--- src/rtl/rmsf_pkg.sv ---
// Package for the rolling median spike flagger.
// Shared constants, configuration and item types; no dependencies.
`timescale 1ns / 1ps

package rmsf_pkg;

    localparam int WINDOW_MAX  = 64;
    localparam int WIN_AW      = $clog2(WINDOW_MAX);
    localparam int WIN_CW      = $clog2(WINDOW_MAX + 1);
    localparam int SAMPLE_BITS = 24;
    localparam int POS_W       = 20;
    localparam int SUM_W       = 31;
    localparam int SQ_W        = 54;
    localparam int MED_W       = SAMPLE_BITS + 2;
    localparam int RING_W      = SAMPLE_BITS + 1;
    localparam int Q_DEPTH     = 2;
    localparam int Q_AW        = 1;
    localparam int Q_CW        = 2;

    localparam logic [POS_W-1:0]  COUNT_MAX     = '1;
    localparam logic [15:0]       QMASK_RESET   = 16'hFFFF;
    localparam logic [15:0]       BADMASK_RESET = 16'h0000;
    localparam logic [15:0]       THRESH_RESET  = 16'd768;
    localparam logic [6:0]        WSIZE_RESET   = 7'd9;
    localparam logic [WIN_CW-1:0] WIN_MIN       = 3;

    // register indexes of the configuration port
    typedef enum logic [1:0] {
        CFG_QUALITY_MASK    = 2'd0,
        CFG_BAD_SERIES_MASK = 2'd1,
        CFG_THRESHOLD       = 2'd2,
        CFG_WINDOW_SIZE     = 2'd3
    } cfg_idx_t;

    typedef struct packed {
        logic [15:0] quality_mask;
        logic [15:0] bad_series_mask;
        logic [15:0] threshold;
        logic [6:0]  window_size;
    } cfg_t;

    // classified sample handed from front to back
    typedef struct packed {
        logic signed [SAMPLE_BITS-1:0] sample;
        logic                          good;
        logic                          start;
        logic                          bad_first;
    } item_t;

    typedef struct packed {
        logic [POS_W-1:0] centre_index;
        logic             spike;
        logic [POS_W-1:0] flagged_count;
    } result_t;

endpackage

--- src/rtl/rmsf_front.sv ---
// Front stage: takes input transfers and classifies each sample.
// Depends on rmsf_pkg.
`timescale 1ns / 1ps

module rmsf_front
    import rmsf_pkg::*;
(
    input  logic        clk,
    input  logic        rst_n,
    input  cfg_t        cfg,
    input  logic        s_tvalid,
    output logic        s_tready,
    input  logic [39:0] s_tdata,   // sample[23:0], quality[39:24]
    input  logic [1:0]  s_tuser,   // sample_invalid[0], start_series[1]
    output logic        item_valid,
    input  logic        item_ready,
    output item_t       item
);

    logic  hold_reg;
    item_t item_reg;
    logic  accept;

    assign s_tready   = !hold_reg || item_ready;
    assign accept     = s_tvalid && s_tready;
    assign item_valid = hold_reg;
    assign item       = item_reg;

    always_ff @(posedge clk or negedge rst_n)
    begin
        if (!rst_n)
        begin
            hold_reg <= 1'b0;
        end
        else if (accept)
        begin
            hold_reg <= 1'b1;
        end
        else if (item_ready)
        begin
            hold_reg <= 1'b0;
        end
    end

    // classification: good sample, series start, bad-series mark
    always_ff @(posedge clk)
    begin
        if (accept)
        begin
            item_reg.sample    <= s_tdata[SAMPLE_BITS-1:0];
            item_reg.good      <= !s_tuser[0] && ((s_tdata[39:24] & cfg.quality_mask) == 16'd0);
            item_reg.start     <= s_tuser[1];
            item_reg.bad_first <= (s_tdata[39:24] & cfg.bad_series_mask) != 16'd0;
        end
    end

endmodule

--- config.mk ---
export PLATFORM = sky130hd
export DESIGN_NAME = rmsf_front
export DESIGN_NICKNAME = d
export VERILOG_FILES = /design/src/rtl/rmsf_pkg.sv /design/src/rtl/rmsf_front.sv
export SDC_FILE = /design/constraint.sdc
export NUM_CORES = 1
export LEC_CHECK = 0
export BUFFER_PORTS_ARGS = -buffer_cell sky130_fd_sc_hd__buf_4
export CAP_MARGIN = 40
export CORE_ASPECT_RATIO = 1.75
export CORE_MARGIN = 5
export CORE_UTILIZATION = 31
export DETAILED_ROUTE_END_ITERATION = 7
export GPL_TIMING_DRIVEN = 0
export HOLD_SLACK_MARGIN = 0.05
export PLACE_DENSITY = 0.78
export REMOVE_ABC_BUFFERS = 1
export SETUP_SLACK_MARGIN = 0.3
export SLEW_MARGIN = 20
export SYNTH_ARGS = -nofsm -noshare
export SYNTH_HDL_FRONTEND = slang
export SYNTH_SLANG_ARGS = --single-unit
--- constraint.sdc ---
create_clock -name clk -period 1.7 [get_ports clk]
set_input_delay 0.17 -clock clk [delete_from_list [all_inputs] [get_ports clk]]
set_output_delay 0.17 -clock clk [all_outputs]
set_load 0.03 [all_outputs]
Word level (Yosys, flattened, before mapping). Cells that the tools add are included. W data, S select, Z words.

Multiplexer cells: 2. Bitwise gates (word level): 2. Reductions and logical operators: 8.

Operators by type and width (count): $and A16 B16 Y16 (2); $logic_not A16 Y1 (1); $reduce_bool A16 Y1 (1); $logic_and A1 B1 Y1 (2); $logic_not A1 Y1 (2); $mux W1 (2); $reduce_bool A2 Y1 (1); $logic_or A1 B1 Y1 (1).

Register bits after elaboration: 28. Input port bits: 101. Logic and storage cells: 17.

Logic depth before layout (Yosys ltp).
Depth in word-level cells: 4. Mapped depth: 3. Depth with buffers taken out: 3.

Worst setup path before layout. Ideal clock, no wire load.

Path type: flip-flop to flip-flop. From: register hold_reg (netlist: item_valid). To: register item_reg, in the netlist item[0], enable pin. Arrival time: 1.558 ns. Data required time: 1.314 ns. Path slack: -0.244 ns. Cell stages (with the launch flop): 3. Path buffers: 0. Clock period less this slack: 1.944 ns. Path through: dfrtp_1 nand2b_1 and2_1.

Word-level cells in the longest chain between the ends: 3.

Ends and longest elaborated chain: start, declared (RTL line rmsf_front.sv:20) `logic hold_reg;`; start signal, assigned (RTL line rmsf_front.sv:33) `hold_reg <= 1'b0;`; start signal, assigned (RTL line rmsf_front.sv:37) `hold_reg <= 1'b1;`; start signal, assigned (RTL line rmsf_front.sv:41) `hold_reg <= 1'b0;`; $logic_not A1 Y1 (RTL line rmsf_front.sv:24) `assign s_tready = !hold_reg || item_ready;`; $logic_or A1 B1 Y1 (RTL line rmsf_front.sv:24); net s_tready (RTL line rmsf_front.sv:12) `output logic s_tready,`; $logic_and A1 B1 Y1 (RTL line rmsf_front.sv:25) `assign accept = s_tvalid && s_tready;`; net accept (RTL line rmsf_front.sv:22) `logic accept;`; end, declared (RTL line rmsf_front.sv:21) `item_t item_reg;`.

The timed path passes the listed nets, and every way through them passes these cells. A chain may end at the register's enable or synchronous reset.

Final worst setup path.
From: register hold_reg (netlist: item_valid). To: register item_reg, in the netlist item[24], enable pin.

Word-level cells in the longest chain between the ends: 3.

Ends and longest elaborated chain (RTL line): $logic_not A1 Y1 (rmsf_front.sv:24); $logic_or A1 B1 Y1 (rmsf_front.sv:24); $logic_and A1 B1 Y1 (rmsf_front.sv:25); net accept (rmsf_front.sv:22).

The timed path passes the listed nets, and every way through them passes these cells.

==> results.tsv <==
stage	metric	value	unit
sta	slew_viol_final	0	
floorplan	die_h	85.6	um
sta	finalSetupViolations	0	
clocking	cts_tree	built	
layout	largest_reg_flops	27	
synthesis	synth_top_area_cell	edfxtp_1	
global_route	grt_pass1_wl	5.01	mm
clocking	htree_levels	1	
clocking	cts_root_buf	clkbuf_8	
layout	drive_above_1_share	0.698	
critical_path	crit_chain	nand2b_1 > and2_2 > buf_16	
routing	wl	3.45	mm
routing	wl_per_cell	16.8	um
critical_path	slowest_delay	400	ps
clocking	clkSlewWorstSetupHoldPaths	90	ps
clocking	clock-sinks	28	
floorplan	pin_count	130	
global_route	gr-total-overflow	0	
sta	rsz0062_at_grt	false	
place	io_buffers	106	
sta	final.period_utilization	0.785	
sta	fin_skew	4.81	ps
pwr	power.density	765	nW/um^2
job	maxCapViolations	0	
clocking	clk_latency	260	ps
global_route	grt_max_degree	20	
critical_path	cp_data_required_time	1680	ps
routing	drtAntennaViolNets	0	
clocking	post_cts_buffers	0	
pwr	leakagePower	0.867	nW
place	gp_congestion	0.905	
synthesis	ys_ff_latch	28	
sta	finalWorstSetupSlack	365	ps
synthesis	synth_warnings	0	
sta	hold_viol	0	
pwr	peakVddDrop	505	uV
outcome	status	finished clean	
critical_path	slowest_stage	dfrtp_1	
floorplan	rows	27	
routing	num_vias	977	
synthesis	yosysSeqAreaShare	0.825	
routing	drt_iter0_markers	26	
synthesis	syn-cell-area	1010	um^2
synthesis	ys_types	12	
synthesis	ys_top_cells_by_area	edfxtp_1 80%, a22oi_1 4.4%, a221oi_1 3.5%, a22o_1 2.6%, dfrtp_1 2.5%	
sta	holdWs	74.5	ps
critical_path	cp-start-kind	flip-flop	
global_route	grt_pass1_vias	1140	
layout	fillers	240	
critical_path	arrival	1310	ps
global_route	grt_usage	0.154	
critical_path	critPathCaptureType	flip-flop	
place	dp_hpwl	3.07	mm
floorplan	coreArea	3140	um^2
floorplan	dieArea	4560	um^2
min_path	hold_path_class	input pin to flip-flop	
layout	n_antenna_cell	0	
synthesis	avgSynthCellArea	20.3	um^2
critical_path	worstSetupPathType	flip-flop to flip-flop	
sta	slew_headroom	0.736	
critical_path	r2r_setup_slack	370	ps
clocking	clockBufferDepth	2	
sta	period_needed	1330	ps
global_route	antenna_found_initial	0	
routing	drc	0	
routing	via_per_inst	4.77	
layout	final_nets	264	
sta	tightest_slew	396	ps
clocking	cts_buffers	3	
floorplan	die_width	53.2	um
routing	drt_first_pass_iters	4	
place	place_ws	248	ps
sta	fmax	749	MHz
synthesis	syn-instance-count	50	
floorplan	initial_core_util	0.323	
critical_path	worstPathMaxFanout	19	
synthesis	synth_top_cell_area_share	0.800	
layout	area_delta_synth_final	92.1	%
-- cells by family (layout without fill, tap and decap cells) --
group           Yosys count  count (layout)  synth area share
flops                    28              28             0.825
simple gates              6               6            0.0358
compound gates           16              16             0.140
buf+inv                   0             112                 0
-- timing repair --
item | CTS | global route
gates resized for setup | 1 | 0
setup endpoints to repair | 19 | 0
hold endpoints to repair | 1 | 0
hold buffers | 1 | 0
-- worst paths after layout --
kind,from,endpoint,cells after the start
max in group asynchronous,rst_n,item_valid$_DFFE_PN0P_,2
setup reg to reg,item_valid$_DFFE_PN0P_,item[24]$_DFFE_PP_,3
min in group asynchronous,rst_n,item_valid$_DFFE_PN0P_,2
hold reg to reg,item_valid$_DFFE_PN0P_,item_valid$_DFFE_PN0P_,2
hold / removal,s_tuser[1],item[1]$_DFFE_PP_,1
setup / recovery,item_valid$_DFFE_PN0P_,item[24]$_DFFE_PP_,3
-- synth_stat cells (all sizes together) --
| cell type | number |
|---|---|
| a221oi | 4 |
| a22o | 4 |
| dfrtp | 1 |
| nand3 | 1 |
| nand2b | 2 |
| a2111oi | 1 |
| a22oi | 6 |
| nand4 | 2 |
| and2 | 1 |
| edfxtp | 27 |
| a222oi | 1 |
-- layout by cell type (no fill, tap or decap) --
cell type,instances
a22o_1,3
buf_16,1
edfxtp_1,27
a221oi_1,4
dfrtp_1,1
nand4_1,2
and2_2,1
buf_4,106
clkinv_1,1
clkbuf_8,3
a222oi_1,1
dlygate4sd3_1,1
nand2b_1,2
a2111oi_2,1
a22o_2,1
nand3_1,1
a22oi_1,6
-- final cells by class --
type,instances,area (um^2),area share
Timing Repair Buffer,108,833,0.428
Sequential cell,28,836,0.429
Clock inverter,1,3.75,0.00193
Clock buffer,3,41.3,0.0212
Multi-Input combinational cell,22,179,0.0919
Tap cell,43,53.8,0.0276
-- worst max-delay path: cells and delay by family (launching register included) --
family / cells / cell delay [ps]
buffers and inverters: 1 / 190
flip-flops: 1 / 400
AND/OR/NAND/NOR: 2 / 440
-- report_power, final --
group | internal [mW] | total (mW) | switching, mW
registers | 0.799 | 0.809 | 0.0101
logic | 0.184 | 0.337 | 0.153
clock network | 0.161 | 0.342 | 0.181
-- metrics by stage --
step           utilization  cell area [um^2]  instances  TNS [ps]  power, mW
2_1_floorplan            -              1010         50     -6600      0.942
3_3_place_gp         0.593              1860        199      -642       1.15
3_5_place_dp         0.602              1890        200         0       1.16
4_1_cts              0.620              1950        205         0       1.51
5_1_grt              0.620              1950        205         0       1.56
6_report             0.620              1950        205         0       1.49
-- routing by layer --
metal,up-vias,wire [um],GRT usage,part of all wire
met5,-,0,0,0
met4,0,83,0.0860,0.024
met1,435,940,0.123,0.27
met3,6,536,0.0765,0.16
li1,446,-,-,-
met2,90,1890,0.282,0.55
(Power assumes the default switching activity.)
