--- src/rtl/rmsf_pkg.sv ---
// Package for the rolling median spike flagger.
// Shared constants, configuration and item types; no dependencies.
`timescale 1ns / 1ps

package rmsf_pkg;

    localparam int WINDOW_MAX  = 64;
    localparam int WIN_AW      = $clog2(WINDOW_MAX);
    localparam int WIN_CW      = $clog2(WINDOW_MAX + 1);
    localparam int SAMPLE_BITS = 24;
    localparam int POS_W       = 20;
    localparam int SUM_W       = 31;
    localparam int SQ_W        = 54;
    localparam int MED_W       = SAMPLE_BITS + 2;
    localparam int RING_W      = SAMPLE_BITS + 1;
    localparam int Q_DEPTH     = 2;
    localparam int Q_AW        = 1;
    localparam int Q_CW        = 2;

    localparam logic [POS_W-1:0]  COUNT_MAX     = '1;
    localparam logic [15:0]       QMASK_RESET   = 16'hFFFF;
    localparam logic [15:0]       BADMASK_RESET = 16'h0000;
    localparam logic [15:0]       THRESH_RESET  = 16'd768;
    localparam logic [6:0]        WSIZE_RESET   = 7'd9;
    localparam logic [WIN_CW-1:0] WIN_MIN       = 3;

    // register indexes of the configuration port
    typedef enum logic [1:0] {
        CFG_QUALITY_MASK    = 2'd0,
        CFG_BAD_SERIES_MASK = 2'd1,
        CFG_THRESHOLD       = 2'd2,
        CFG_WINDOW_SIZE     = 2'd3
    } cfg_idx_t;

    typedef struct packed {
        logic [15:0] quality_mask;
        logic [15:0] bad_series_mask;
        logic [15:0] threshold;
        logic [6:0]  window_size;
    } cfg_t;

    // classified sample handed from front to back
    typedef struct packed {
        logic signed [SAMPLE_BITS-1:0] sample;
        logic                          good;
        logic                          start;
        logic                          bad_first;
    } item_t;

    typedef struct packed {
        logic [POS_W-1:0] centre_index;
        logic             spike;
        logic [POS_W-1:0] flagged_count;
    } result_t;

endpackage

--- src/rtl/rmsf_queue.sv ---
// Short queue between the front and back stages.
// Depends on rmsf_pkg.
`timescale 1ns / 1ps

module rmsf_queue
    import rmsf_pkg::*;
(
    input  logic  clk,
    input  logic  rst_n,
    input  logic  push_valid,
    output logic  push_ready,
    input  item_t push_data,
    output logic  pop_valid,
    input  logic  pop_ready,
    output item_t pop_data
);

    item_t            slot_reg [Q_DEPTH];
    logic [Q_AW-1:0]  wr_reg;
    logic [Q_AW-1:0]  rd_reg;
    logic [Q_CW-1:0]  count_reg;
    logic             do_push;
    logic             do_pop;

    assign push_ready = count_reg != Q_CW'(Q_DEPTH);
    assign pop_valid  = count_reg != '0;
    assign pop_data   = slot_reg[rd_reg];
    assign do_push    = push_valid && push_ready;
    assign do_pop     = pop_valid && pop_ready;

    always_ff @(posedge clk or negedge rst_n)
    begin
        if (!rst_n)
        begin
            wr_reg    <= '0;
            rd_reg    <= '0;
            count_reg <= '0;
        end
        else
        begin
            if (do_push)
            begin
                wr_reg <= wr_reg + 1'b1;
            end
            if (do_pop)
            begin
                rd_reg <= rd_reg + 1'b1;
            end
            count_reg <= count_reg + Q_CW'(do_push) - Q_CW'(do_pop);
        end
    end

    always_ff @(posedge clk)
    begin
        if (do_push)
        begin
            slot_reg[wr_reg] <= push_data;
        end
    end

    // occupancy never passes the depth
    a_count_bound: assert property (@(posedge clk) disable iff (!rst_n)
        count_reg <= Q_CW'(Q_DEPTH))
        else $error("queue overfilled");

endmodule

--- config.mk ---
export PLATFORM = sky130hd
export DESIGN_NAME = rmsf_queue
export DESIGN_NICKNAME = d
export VERILOG_FILES = /design/src/rtl/rmsf_pkg.sv /design/src/rtl/rmsf_queue.sv
export SDC_FILE = /design/constraint.sdc
export NUM_CORES = 1
export LEC_CHECK = 0
export BUFFER_PORTS_ARGS = -buffer_cell sky130_fd_sc_hd__buf_2
export CORE_MARGIN = 2
export CORE_UTILIZATION = 55
export CTS_CLUSTER_DIAMETER = 200
export DETAILED_ROUTE_END_ITERATION = 12
export GPL_TIMING_DRIVEN = 0
export PLACE_DENSITY_LB_ADDON = 0.3
export SYNTH_ARGS = -nofsm -noshare
export SYNTH_HDL_FRONTEND = slang
export SYNTH_SLANG_ARGS = --single-unit
--- constraint.sdc ---
create_clock -name clk -period 4.3 [get_ports clk]
set_input_delay 0.86 -clock clk [delete_from_list [all_inputs] [get_ports clk]]
set_output_delay 0.86 -clock clk [all_outputs]
set_load 0.005 [all_outputs]
# Word level (Yosys, flattened, before mapping)

Memory sizes are Yosys's and may differ from the RTL's.
Index checks and enable logic that the tools add are counted.

Add/sub/neg operators: 4
Equal/unequal tests: 1
Multiplexer cells: 2
Reductions and logical operators: 3

Operators by type and width:

| kind                  | count |
|---|---|
| $add A1 B1 Y1 const B | 2 |
| $add A2 B1 Y2         | 1 |
| $logic_and A1 B1 Y1   | 2 |
| $mux W1               | 2 |
| $ne A2 B2 Y1 const B  | 1 |
| $reduce_bool A2 Y1    | 1 |
| $sub A2 B1 Y2         | 1 |

Register bits after elaboration: 4
RAM bits: 54
Bits of input ports: 31
Output and inout port bits: 29
Logic and storage cells: 14
Memories: 1

Memories:

| memory   | depth | width | read ports | clocked after memory_dff | write ports | line             | source |
|---|---|---|---|---|---|---|---|
| slot_reg | 2     | 27    | 1          | 0                        | 1           | rmsf_queue.sv:18 | `item_t slot_reg [Q_DEPTH];` |

# Longest topological paths before layout

Gate-level depths: netlist (run 1).

Depth in word-level cells: 4
Mapped depth: 5
Depth with buffers taken out: 5

# Least setup slack after synthesis (run 1)

Ideal clock, no wire load.

Path type: input port to flip-flop
Start: input push_valid
End: memory slot_reg[0][0] in the netlist's numbering, enable pin
Library setup time: 0.411 ns
Arrival: 2.081 ns
Required time: 3.889 ns
Setup slack: 1.808 ns
Cell stages on the path: 2
Buffers on the path: 0
Cells stage by stage: nand2_1 -> nor2_1

Word-level cells in the longest chain between the ends: 3

Ends and longest elaborated chain:

| element                       | line             | source |
|---|---|---|
| start, declared               | rmsf_queue.sv:10 | `input logic push_valid,` |
| $logic_and A1 B1 Y1           | rmsf_queue.sv:28 | `assign do_push = push_valid && push_ready;` |
| $mux W1                       | rmsf_queue.sv:55 | `if (do_push)` |
| $mux W1 (implied by the code) | rmsf_queue.sv:57 | `slot_reg[wr_reg] <= push_data;` |
| end, declared                 | rmsf_queue.sv:18 |  |

Every way passes these cells.

==> impl_metrics.py, run 1 <==
metrics = {
    "placed_design": {
        "place_congestion": 0.694,
        "place.port_buffers": 59,
        "hpwl_um": 2260,
        "pre_cts_ws_ns": 1.84,
        "placedInstanceArea_mm2": 0.00256,
    },
    "sta": {
        "fin_crit_ns": 2.41,
        "finalHoldViolCount": 0,
        "slew_headroom_pct": 18.1,
        "finalSetupViolCount": 0,
        "setup_tns_ns": 0,
        "setup_ws_ns": 1.89,
        "skew_ns": 0.00606,
        "worst_pin_slew_ns": 1.23,
        "rsz0062_at_grt": "no",
        "timing.final.crit_share_pct": 56.0,
        "final-max-slew-violation-count": 0,
        "max_freq_mhz": 416,
    },
    "clock_tree": {
        "cts.sinks": 58,
        "cts_tree": "yes",
        "cts_setup_buffers": 0,
        "clk-insertion-delay-late_ns": 0.32,
        "ctsHoldBuffers": 0,
        "cts_buffer_depth": 2,
        "htree_levels": 3,
        "post_cts_resized": 0,
        "clkTransAtPathRegs_ns": 0.06,
        "cts_made_buffers": 9,
        "cts_root_buf": "clkbuf_8",
    },
    "power": {
        "p_int_mw": 1.32,
        "p_switching_mw": 0.466,
        "p_sw_share_pct": 26.1,
        "ir_drop_mv": 0.416,
        "seq_power_share_pct": 45.9,
        "pwr-share-clk_pct": 25.2,
        "power_leakage_nw": 1.05,
        "comb_power_share_pct": 28.9,
        "total_power_mw": 1.78,
        "p_per_area_mw_per_mm2": 652,
    },
    "finish": {
        "synthToLayoutAreaGrowth_pct": 25.9,
        "fin_area_mm2": 0.00274,
        "diodes": 0,
        "layout-drive-gt1-share_pct": 56.6,
        "fin_nets": 209,
        "largest_register_ffs": 54,
    },
    "die": {
        "die_area_mm2": 0.00447,
        "initial_core_util_pct": 58.5,
        "die_w_um": 66.8,
        "rows": 22,
        "io_pins": 60,
        "core_area_mm2": 0.00372,
        "die_h_um": 66.8,
    },
    "global_route": {
        "grt_pass1_wl_um": 4980,
        "gr-usage-all-layers_pct": 16.6,
        "grt_max_degree": 28,
        "grt.overflow.total": 0,
        "grt_pass1_vias": 1153,
        "antenna_found_initial": 0,
    },
    "synthesis": {
        "synth_nets": 138,
        "synth_top_area_cell": "edfxtp_1",
        "seq_area_frac_synth_pct": 79.3,
        "yosys-top-cells-area": "edfxtp_1, mux2_2, dfrtp_1",
        "synthDistinctLibCells": 18,
        "synth_seq_cells": 58,
        "synth_top_cell_area_share_pct": 74.7,
        "synthCells": 106,
        "postSynthAreaPerCell_um2": 20.5,
        "syn_area_mm2": 0.00217,
        "ys_warn_count": 0,
    },
    "drt": {
        "vias_per_cell": 5.07,
        "wire_per_inst_um": 14.4,
        "first_pass_iters": 4,
        "num_vias": 1166,
        "drt-total-wl_um": 3310,
        "antenna_left": 0,
        "drcViolationCount": 0,
        "drt_iter0_markers": 51,
    },
    "critical_path": {
        "path_class": "reg2out",
        "cp-start-kind": "flop",
        "required_ns": 3.44,
        "cp_data_arrival_time_ns": 1.55,
        "cp_slowest_stage_delay_ns": 0.35,
        "crit_fanout": 10,
        "endpoint_kind": "output port",
        "path_cells": "buf_2 > buf_6 > mux2_2 > buf_2",
        "slowest_stage": "mux2_2",
        "crit_top_cell": "buf_2",
    },
    "run_status": {
        "status": "finished clean",
    },
    "min_path": {
        "min_path_type": "in2async",
    },
    "run": {
        "maxCapViolCount": 0,
    },
}
[Yosys cell counts]
cell / instances
nor2b_1: 1
buf_2: 1
mux2_2: 27
nor2_1: 3
xnor2_1: 3
a32oi_1: 1
a21bo_1: 1
o21ai_0: 1
nand2_1: 2
buf_6: 2
a211oi_1: 1
nand2b_1: 1
and3_1: 1
dfrtp_1: 4
nand3_1: 1
ha_1: 1
edfxtp_1: 54
or2_2: 1
[critical path: cells and delay by family, from the launching register on]
kind | cells | cell delay [ns]
flops | 1 | 0.31
mux | 1 | 0.35
buf+inv | 3 | 0.56
[cells in the final DEF, fill, tap and decap left out, drive strengths merged]
cell and n:
clkinv 3, a32oi 1, o21ai 1, edfxtp 54
xnor2 3, ha 1, nand2b 1, and3 1
a21bo 1, clkbuf 12, nor2 3, buf 63
mux2 27, nor2b 1, nand2 2, nand3 1
or2 1, dfrtp 4, a211oi 1, bufinv 1
[metrics by stage]
stage                     instances  hold slack [ns]  utilization, %
after floorplan                 106            0.460               -
after global placement          213            0.477            68.0
after detailed placement        214            0.503            68.8
after CTS                       230            0.322            73.6
after global routing            230            0.321            73.6
final                           230            0.337            73.6
[worst paths after layout]
| path | startpoint | to | slack, ns | cells after the start |
|---|---|---|---|---|
| worst max-delay path | rd_reg$_DFFE_PN0P_ | pop_data[5] | 1.89 | 4 |
| worst min-delay path | rst_n | count_reg[1]$_DFF_PN0_ | 0.34 | 1 |
| worst max register to register | count_reg[0]$_DFF_PN0_ | slot_reg[1][9]$_DFFE_PP_ | 2.30 | 2 |
| worst min register to register | wr_reg$_DFFE_PN0P_ | wr_reg$_DFFE_PN0P_ | 0.52 | 1 |
| max in group asynchronous | rst_n | count_reg[0]$_DFF_PN0_ | 3.84 | 1 |
| min in group clk | wr_reg$_DFFE_PN0P_ | wr_reg$_DFFE_PN0P_ | 0.52 | 1 |
[kinds of logic after synthesis]
group / Yosys count / share of synthesized area [%]
simple gates: 10 / 2.25
fa+ha+maj: 1 / 0.576
flops: 58 / 79.3
buf+inv: 3 / 1.27
mux: 27 / 14.0
xor+xnor: 3 / 1.21
compound gates: 4 / 1.44
[cell type report]
class	count	area, µm²
fill	242	981
clock inverter	4	42.5
multi-input combinational	45	425
sequential	58	1720
clock buffer	12	135
buffer	3	27.5
timing repair buffer	60	323
tap	48	60.1
[power by group through the flow]
stage	clock network [mW]	registers, mW	logic, mW
2_1_floorplan	0	0.818	0.323
3_3_place_gp	0	0.825	0.494
3_5_place_dp	0	0.831	0.526
4_1_cts	0.461	0.821	0.529
5_1_grt	0.491	0.831	0.567
6_report	0.449	0.819	0.515
[metal layers]
layer  vias to the layer above  share of wire (%)  global-route usage [%]
met3                         4                8.0                    8.45
met1                       562                 39                    16.7
li1                        557                  -                       -
met5                         -                  0                       0
met4                         0                1.1                    8.42
met2                        43                 52                    28.1
(Power assumes the default switching activity.)
==> inputs of run 2 (changes only) <==
- CORE_UTILIZATION: 55 -> 46
- clock period: 4.3 -> 2 ns (I/O delays scaled with it)
==> impl_metrics.py, run 2 (same netlist as run 1, synthesis figures left out) <==
metrics = {
    "run": {
        "maxCapViolCount": 0,
    },
    "critical_path": {
        "cp-start-kind": "flop",
        "reg2reg_to": "slot_reg[0][11]$_DFFE_PP_",
        "cp_data_arrival_time_ns": 1.52,
        "rrSetupSlack_ns": 0.27,
        "path_class": "reg2out",
        "r2r_cells": 3,
        "endpoint_kind": "output port",
        "r2r_start": "count_reg[0]$_DFF_PN0_",
        "required_ns": 1.60,
        "crit_fanout": 10,
    },
    "sta": {
        "finalHoldViolCount": 0,
        "worst_pin_slew_ns": 0.780,
        "final-max-slew-violation-count": 0,
        "timing.final.crit_share_pct": 95.8,
        "max_freq_mhz": 522,
        "skew_ns": 0.00539,
        "setup_ws_ns": 0.0848,
        "fin_crit_ns": 1.92,
        "slew_headroom_pct": 47.9,
        "whs_ns": 0.260,
        "finalSetupViolCount": 0,
        "rsz0062_at_grt": "no",
    },
    "drt": {
        "drt-total-wl_um": 3540,
        "drt_iter0_markers": 68,
        "vias_per_cell": 5.02,
        "first_pass_iters": 4,
        "wire_per_inst_um": 15.1,
        "num_vias": 1175,
        "drcViolationCount": 0,
        "antenna_left": 0,
    },
    "clock_tree": {
        "clk-insertion-delay-late_ns": 0.33,
        "cts.sinks": 58,
        "cts_made_buffers": 9,
        "cts_root_buf": "clkbuf_8",
        "cts_tree": "yes",
        "cts_buffer_depth": 2,
        "clkTransAtPathRegs_ns": 0.06,
        "htree_levels": 3,
    },
    "run_status": {
        "status": "finished clean",
    },
    "die": {
        "die_area_mm2": 0.00529,
        "core_area_mm2": 0.00444,
        "die_h_um": 72.7,
        "io_pins": 60,
        "rows": 24,
        "initial_core_util_pct": 48.9,
        "die_w_um": 72.7,
    },
    "placed_design": {
        "pre_cts_ws_ns": -0.189,
        "hpwl_um": 2390,
        "place.port_buffers": 59,
        "place_congestion": 0.719,
    },
    "min_path": {
        "min_path_type": "in2reg",
        "hold-path-cell-count": 1,
        "min_to": "slot_reg[0][16]$_DFFE_PP_",
        "min-delay-start": "push_data[16]",
    },
    "finish": {
        "synthToLayoutAreaGrowth_pct": 24.6,
        "layout-drive-gt1-share_pct": 56.6,
        "fin_nets": 209,
        "final_cell_mix": "buf_2, edfxtp_1, mux2_2",
        "utilization_pct": 60.9,
        "diodes": 0,
        "final_common_cell": "buf_2",
        "largest_register_ffs": 54,
    },
    "global_route": {
        "grt.overflow.total": 0,
        "gr-usage-all-layers_pct": 14.5,
        "grt_max_degree": 28,
        "grt_pass1_wl_um": 5420,
        "grt_pass1_vias": 1216,
        "antenna_found_initial": 0,
    },
    "power": {
        "p_per_area_mw_per_mm2": 1360,
        "ir_drop_mv": 0.930,
        "power_leakage_nw": 1.04,
        "total_power_mw": 3.69,
    },
}
run 2: layout make-up:
cell class | count | area (µm²)
plain buffers | 3 | 30.0
multi-input cells | 45 | 432
clock buffers | 11 | 131
clock inverters | 5 | 21.3
fillers | 357 | 1740
well taps | 52 | 65.1
flip-flops and latches | 58 | 1720
repair buffers | 60 | 305
run 2: metal layers:
| layer | global-route usage, % | vias to the layer above | wire length [µm] |
|---|---|---|---|
| met5 | 0 | - | 0 |
| met4 | 10.5 | 0 | 95 |
| met3 | 5.94 | 12 | 293 |
| met2 | 24.0 | 45 | 1820 |
| met1 | 14.7 | 562 | 1330 |
| li1 | - | 556 | - |
run 2: critical path, cell delays in order, from the launching register on:
cell and delay [ns]:
dfrtp_1 0.32, clkbuf_4 0.22, buf_6 0.18, mux2_2 0.34, buf_2 0.13
run 2: per-stage QoR:
step	area [µm²]	TNS (ns)	cells
3_5_place_dp	2530	-7.56	217
5_1_grt	2710	0	234
4_1_cts	2700	0	234
2_1_floorplan	2170	0	106
3_3_place_gp	2530	-3.33	217
6_report	2710	0	234
run 2: power breakdown:
group / switching [mW] / internal [mW] / leakage [nW]
clock: 0.406 / 0.432 / 0.0796
sequential: 0.0945 / 1.67 / 0.550
combinational: 0.517 / 0.574 / 0.409
run 2: worst max path at each step:
stage                                      to  slack, ns  depth (start not counted)              startpoint
floorplan            slot_reg[0][0]$_DFFE_PP_       0.22                          3  count_reg[0]$_DFF_PN0_
global placement    slot_reg[0][20]$_DFFE_PP_      -0.12                          3  count_reg[0]$_DFF_PN0_
detailed placement  slot_reg[0][22]$_DFFE_PP_      -0.19                          3  count_reg[0]$_DFF_PN0_
CTS                              pop_data[15]       0.01                          4      rd_reg$_DFFE_PN0P_
global route                     pop_data[11]       0.02                          4      rd_reg$_DFFE_PN0P_
finish                           pop_data[15]       0.08                          4      rd_reg$_DFFE_PN0P_
run 2: timing repair:
action | 4_1_cts | 5_1_grt
setup endpoints to repair | 54 | 19
hold buffers | 1 | 0
endpoints found under the hold margin | 4 | 0
setup buffers | 0 | 0
resized for setup | 2 | 1
